==> config.mk <==
export PLATFORM = sky130hd
export DESIGN_NAME = plr_front
export DESIGN_NICKNAME = d
export VERILOG_FILES = /design/src/rtl/core/periodic_laplacian_ratio_core_macros.svh /design/src/rtl/core/plr_pkg.sv /design/src/rtl/core/plr_front.sv
export SDC_FILE = /design/constraint.sdc
export NUM_CORES = 1
export LEC_CHECK = 0
export ABC_AREA = 1
export BUFFER_PORTS_ARGS = -buffer_cell sky130_fd_sc_hd__buf_2
export CAP_MARGIN = 20
export CORE_MARGIN = 5
export CORE_UTILIZATION = 56
export DETAILED_ROUTE_END_ITERATION = 16
export GPL_ROUTABILITY_DRIVEN = 0
export MAX_ROUTING_LAYER = met4
export PLACE_DENSITY = 0.85
export SYNTH_ARGS = -nofsm -noshare
export SYNTH_HDL_FRONTEND = slang
export SYNTH_SLANG_ARGS = --single-unit
==> constraint.sdc <==
create_clock -name clk_i -period 0.8 [get_ports clk_i]
set_input_delay 0.16 -clock clk_i [delete_from_list [all_inputs] [get_ports clk_i]]
set_output_delay 0.16 -clock clk_i [all_outputs]
set_load 0.03 [all_outputs]
==> src/rtl/core/periodic_laplacian_ratio_core_macros.svh <==
// assertion macros shared by the core
`ifndef PERIODIC_LAPLACIAN_RATIO_CORE_MACROS_SVH
`define PERIODIC_LAPLACIAN_RATIO_CORE_MACROS_SVH

// implication checked on every edge outside reset
`define PLR_ASSERT_IMP(lbl, clk, rst_n, ante, cons) \
  lbl: assert property (@(posedge clk) disable iff (!rst_n) (ante) |-> (cons)) \
    else $error("assertion failed");

// next-cycle implication
`define PLR_ASSERT_NEXT(lbl, clk, rst_n, ante, cons) \
  lbl: assert property (@(posedge clk) disable iff (!rst_n) (ante) |=> (cons)) \
    else $error("assertion failed");

`endif

==> src/rtl/core/plr_pkg.sv <==
`default_nettype none
package plr_pkg;
  localparam int unsigned SideMax = 16;
  localparam int unsigned CoordW = 4;
  localparam int unsigned DataW  = 32;
  localparam int unsigned SideW  = 5;
  localparam int unsigned FracW  = 24;

  typedef enum logic [1:0] {
    StOk      = 2'd0,
    StZero    = 2'd1,
    StSat     = 2'd2,
    StRange   = 2'd3
  } status_e;

  localparam logic OpLoad    = 1'b0;
  localparam logic OpCompute = 1'b1;

  // command handed from front to back
  typedef struct packed {
    logic                  bad;
    logic [CoordW-1:0]     x;
    logic [CoordW-1:0]     y;
    logic [CoordW-1:0]     z;
    logic [CoordW-1:0]     xp;
    logic [CoordW-1:0]     xm;
    logic [CoordW-1:0]     yp;
    logic [CoordW-1:0]     ym;
    logic [CoordW-1:0]     zp;
    logic [CoordW-1:0]     zm;
  } cmd_t;
endpackage
`default_nettype wire

==> src/rtl/core/plr_front.sv <==
`default_nettype none
module plr_front (
  input  wire logic              clk_i,
  input  wire logic              rst_ni,
  input  wire logic              acc_i,
  input  wire logic              op_i,
  input  wire logic [3:0]        x_i,
  input  wire logic [3:0]        y_i,
  input  wire logic [3:0]        z_i,
  input  wire logic [4:0]        side_i,
  output plr_pkg::cmd_t          cmd_o,
  output logic                   cmd_valid_o
);
  import plr_pkg::*;

  logic [SideW-1:0] s;
  logic [CoordW-1:0] sm1;
  logic bad;
  cmd_t cmd_d, cmd_q;
  logic valid_q;

  always_comb begin
    s = side_i;
    if (s < SideW'(2)) s = SideW'(2);
    if (s > SideW'(SideMax)) s = SideW'(SideMax);
    sm1 = CoordW'(s - SideW'(1));
    bad = ({1'b0, x_i} >= s) || ({1'b0, y_i} >= s) || ({1'b0, z_i} >= s);
    cmd_d.bad = bad;
    cmd_d.x = x_i;
    cmd_d.y = y_i;
    cmd_d.z = z_i;
    cmd_d.xp = (x_i == sm1) ? '0 : x_i + CoordW'(1);
    cmd_d.xm = (x_i == '0) ? sm1 : x_i - CoordW'(1);
    cmd_d.yp = (y_i == sm1) ? '0 : y_i + CoordW'(1);
    cmd_d.ym = (y_i == '0) ? sm1 : y_i - CoordW'(1);
    cmd_d.zp = (z_i == sm1) ? '0 : z_i + CoordW'(1);
    cmd_d.zm = (z_i == '0) ? sm1 : z_i - CoordW'(1);
  end

  always_ff @(posedge clk_i or negedge rst_ni) begin
    if (!rst_ni) begin
      valid_q <= 1'b0;
    end else begin
      valid_q <= acc_i && (op_i == OpCompute);
    end
  end

  always_ff @(posedge clk_i) begin
    if (acc_i) cmd_q <= cmd_d;
  end

  assign cmd_o = cmd_q;
  assign cmd_valid_o = valid_q;
endmodule
`default_nettype wire

==> results of run 1 <==
what timing repair did:
item | CTS
setup endpoints to repair | 63
hold buffers | 1
endpoints found under the hold margin | 1
gates resized for setup | 138
buffers inserted | 8
pin swaps | 31
cell families after synthesis:
family / share of synthesized area (%)
AND/OR/NAND/NOR: 17.5
AO/OA/AOI/OAI: 9.80
flip-flops: 53.3
buffers and inverters: 5.81
adder cells (fa/ha/maj): 11.2
XOR/XNOR: 2.47
through the flow:
step	util (%)	cell area, um^2	hold WS [ns]	setup TNS, ns
2_1_floorplan	-	2260	-0.136	-11.65
3_3_place_gp	78.5	2900	-0.0653	-18.94
3_5_place_dp	78.5	2900	-0.0642	-19.73
4_1_cts	95.9	3540	0.0571	-16.51
==> results.tsv, run 1 <==
metric	value	unit
yosysSeqAreaShare	53.3	%
synth-async-reset-ratio	2.63	%
synth_area	2130	um^2
synth_top_area_share	52.1	%
synth.area.top_cells	edfxtp_1 (52%), ha_1 (11%), nand2_1 (6.7%)	
dpl.hpwl	4240	um
top_level_ports	59	
synth_flop_cell	edfxtp_1	
synth_edf_count	37	
postGrtWorstEndpoint	cmd_o[36]$_DFFE_PP_/D	
synth_fp_nets	255	
clockBufferDepth	2	
worstEpCategory	sequential cell input	
die_h	71.7	um
placedCellCount	356	
io_buffers	58	
synth_seq_cells	38	
status	stopped before the end	
clock-sinks	38	
haltStage	5_1_grt	
die-width	71.7	um
place_ws	-1.08	ns
cts_root_buffer	clkbuf_8	
num_rows	22	
synth.largest_area_cell	edfxtp_1	
synthCells	215	
htree_levels	2	
yosys.cell_count.top_type	nand2_1	
tool.error	[ERROR DPL-0038] Utilization greater than 100%, impossible to legalize	
start_util	57.8	%
yosysUniqueCellTypes	22	
ys_warn_count	0	
avgSynthCellArea	9.92	um^2
grt_max_degree	19	
synth_common_cells	nand2_1 (38), edfxtp_1 (37), inv_1 (32)	
numCtsBuffers	5	
==> run 2, diff against run 1 <==
CORE_UTILIZATION = 40   (was 56)
MAX_ROUTING_LAYER = default   (was met4)
PLACE_DENSITY = default   (was 0.85)
PLACE_DENSITY_LB_ADDON = 0.15   (was default)
==> run 2 against run 1 <==
  * The flow now finishes, with violations (negative setup slack)
  * Synthesized area unchanged
  * Synthesized cell count stayed put
==> results.tsv, run 2 <==
metric	value	unit
cp_cell_sequence	buf_8 -> nor2_4 -> a21oi_2 -> nand2_2 -> clkinv_4 -> ha_4 -> o21ai_1 -> a21boi_1 -> o21ai_1 -> nand2_1 -> nor2_2 -> nor2_1	
cp_max_fo	4	
crit_path_max_incr_delay	0.24	ns
tritoncts	built	
drt_wl_total	5920	um
layout_commonest_cell	buf_6	
ir_worst_vdd	1.19	mV
met3_length	321	um
power.density	1570	nW/um^2
numCtsBuffers	5	
synth.largest_area_cell	edfxtp_1	
hold_viol	0	
synth_flop_cell	edfxtp_1	
cts_root_buffer	clkbuf_8	
largest_reg_flops	37	
cp.required	0.85	ns
ys_warn_count	0	
utilization	73.2	%
drt-met1-wl	2460	um
total_power	0.00592	W
status	finished, violations left	
io_buffers	58	
synthCells	215	
synth-async-reset-ratio	2.63	%
drtPass1Iterations	4	
setup_viol	63	
yosysUniqueCellTypes	22	
fin_ws	-0.684	ns
synth_top_area_share	52.1	%
synthToLayoutAreaGrowth	76.6	%
placedCellCount	384	
synth_seq_cells	38	
worst_pin_slew	0.273	ns
htree_levels	2	
ant_nets	0	
critPathMostFrequentCell	o21ai_1	
wl_met2	2990	um
yosys.cell_count.top_type	nand2_1	
cp-end-kind	register	
holdCritPathClass	input port to register	
drc_errors	0	
clock-sinks	38	
dpl.hpwl	4050	um
wl_per_cell	14.7	um
critPathArrivalTime	1.54	ns
fin_crit_sh	185	%
n_antenna_cell	0	
grt_pass1_wl	9660	um
start_util	41.5	%
slew_headroom	81.7	%
vias	1973	
nets	372	
critPathLaunch	side_i[3]	
synth_area	2130	um^2
die_h	83.0	um
core	5140	um^2
path_class	input port to register	
path_clk_slew	0.07	ns
cp-start-kind	input port	
slew_viol_final	0	
cp-endpoint	cmd_o[36]	
routed_via_density	4.90	
synth_fp_nets	255	
num_rows	26	
grt_max_degree	23	
yosysSeqAreaShare	53.3	%
leakage	1.62	nW
clockBufferDepth	2	
drv_cap	0	
drive_gt1_share	58.0	%
dieArea	6890	um^2
avgSynthCellArea	9.92	um^2
violations	negative setup slack	
grt.total_usage	17.3	%
antenna_found_initial	0	
grt_pass1_vias	2060	
finalNonFillerCells	403	
synth_common_cells	nand2_1 (38), edfxtp_1 (37), inv_1 (32)	
top_level_ports	59	
synth_edf_count	37	
clock.fmax	674	MHz
most-common-layout-cells	buf_6 (50), buf_4 (39), edfxtp_1 (37)	
synth.area.top_cells	edfxtp_1 (52%), ha_1 (11%), nand2_1 (6.7%)	
dr.first_iter.drc_count	86	
rsz0062_at_grt	yes	
routed.top_layer	met4	
period_minus_slack	1.48	ns
die-width	83.0	um
slowest_stage	ha_4	
grt.overflow.total	0	
[run 2: cell counts after synthesis]
No cell type changed its count.
[run 2: worst min-delay path by stage]
stage                       from          end  cells past startpoint
final                       op_i  cmd_valid_o                      3
after global routing        op_i  cmd_valid_o                      3
after CTS                   op_i  cmd_valid_o                      3
after detailed placement  rst_ni  cmd_valid_o                      1
after global placement    rst_ni  cmd_valid_o                      1
after floorplan           rst_ni  cmd_valid_o                      0
[run 2: what timing repair did]
item / CTS / global route
gates resized for setup: 130 / 42
setup endpoints to repair: 63 / 63
hold buffers: 1 / 0
setup buffers: 9 / 4
pin swaps: 26 / 18
hold endpoints to repair: 1 / 0
[run 2: critical path, delay by kind of cell]
kind	cells	cell delay (ns)
AOI/OAI and AO/OA	4	0.44
adders and majority gates	1	0.24
buffers and inverters	2	0.23
and+or+nand+nor	5	0.46
[run 2: final cells by class]
class	count	area [um^2]
timing repair buffer	110	1060
multi-input combinational	144	1220
clock buffer	7	86.3
fill	378	1380
clock inverter	1	5.00
sequential	38	1140
tap	70	87.6
inverter	33	165
[run 2: routing by layer]
metal  track usage, %  up-vias
met5                0        -
met4             5.20        0
met3             4.26       14
met2             29.6       64
met1             21.6      922
li1                 -      973
[run 2: kinds of logic after synthesis]
family	Yosys count	share of synthesized area [%]
adder cells (fa/ha/maj)	19	11.2
buffers and inverters	33	5.81
XOR/XNOR	6	2.47
AND/OR/NAND/NOR	80	17.5
flip-flops	38	53.3
AO/OA/AOI/OAI	39	9.80
[run 2: power by group]
part | leakage (nW) | internal [W] | total, W | switching, W
clock | 0.0482 | 0.000695 | 0.00135 | 0.000651
sequential | 0.375 | 0.00241 | 0.00249 | 0.0000840
combinational | 1.20 | 0.000947 | 0.00208 | 0.00114
[run 2: metrics by stage]
stage               instance area, um^2  setup TNS [ns]  setup WS [ns]  hold slack [ns]
global route                       3760          -20.09         -0.723           0.0599
CTS                                3590          -16.54         -0.595           0.0454
finish                             3760          -17.86         -0.684           0.0517
detailed placement                 2980          -20.16          -1.06          -0.0630
global placement                   2980          -19.56          -1.03          -0.0653
floorplan                          2260          -11.65         -0.751           -0.136
(Power assumes the default switching activity.)
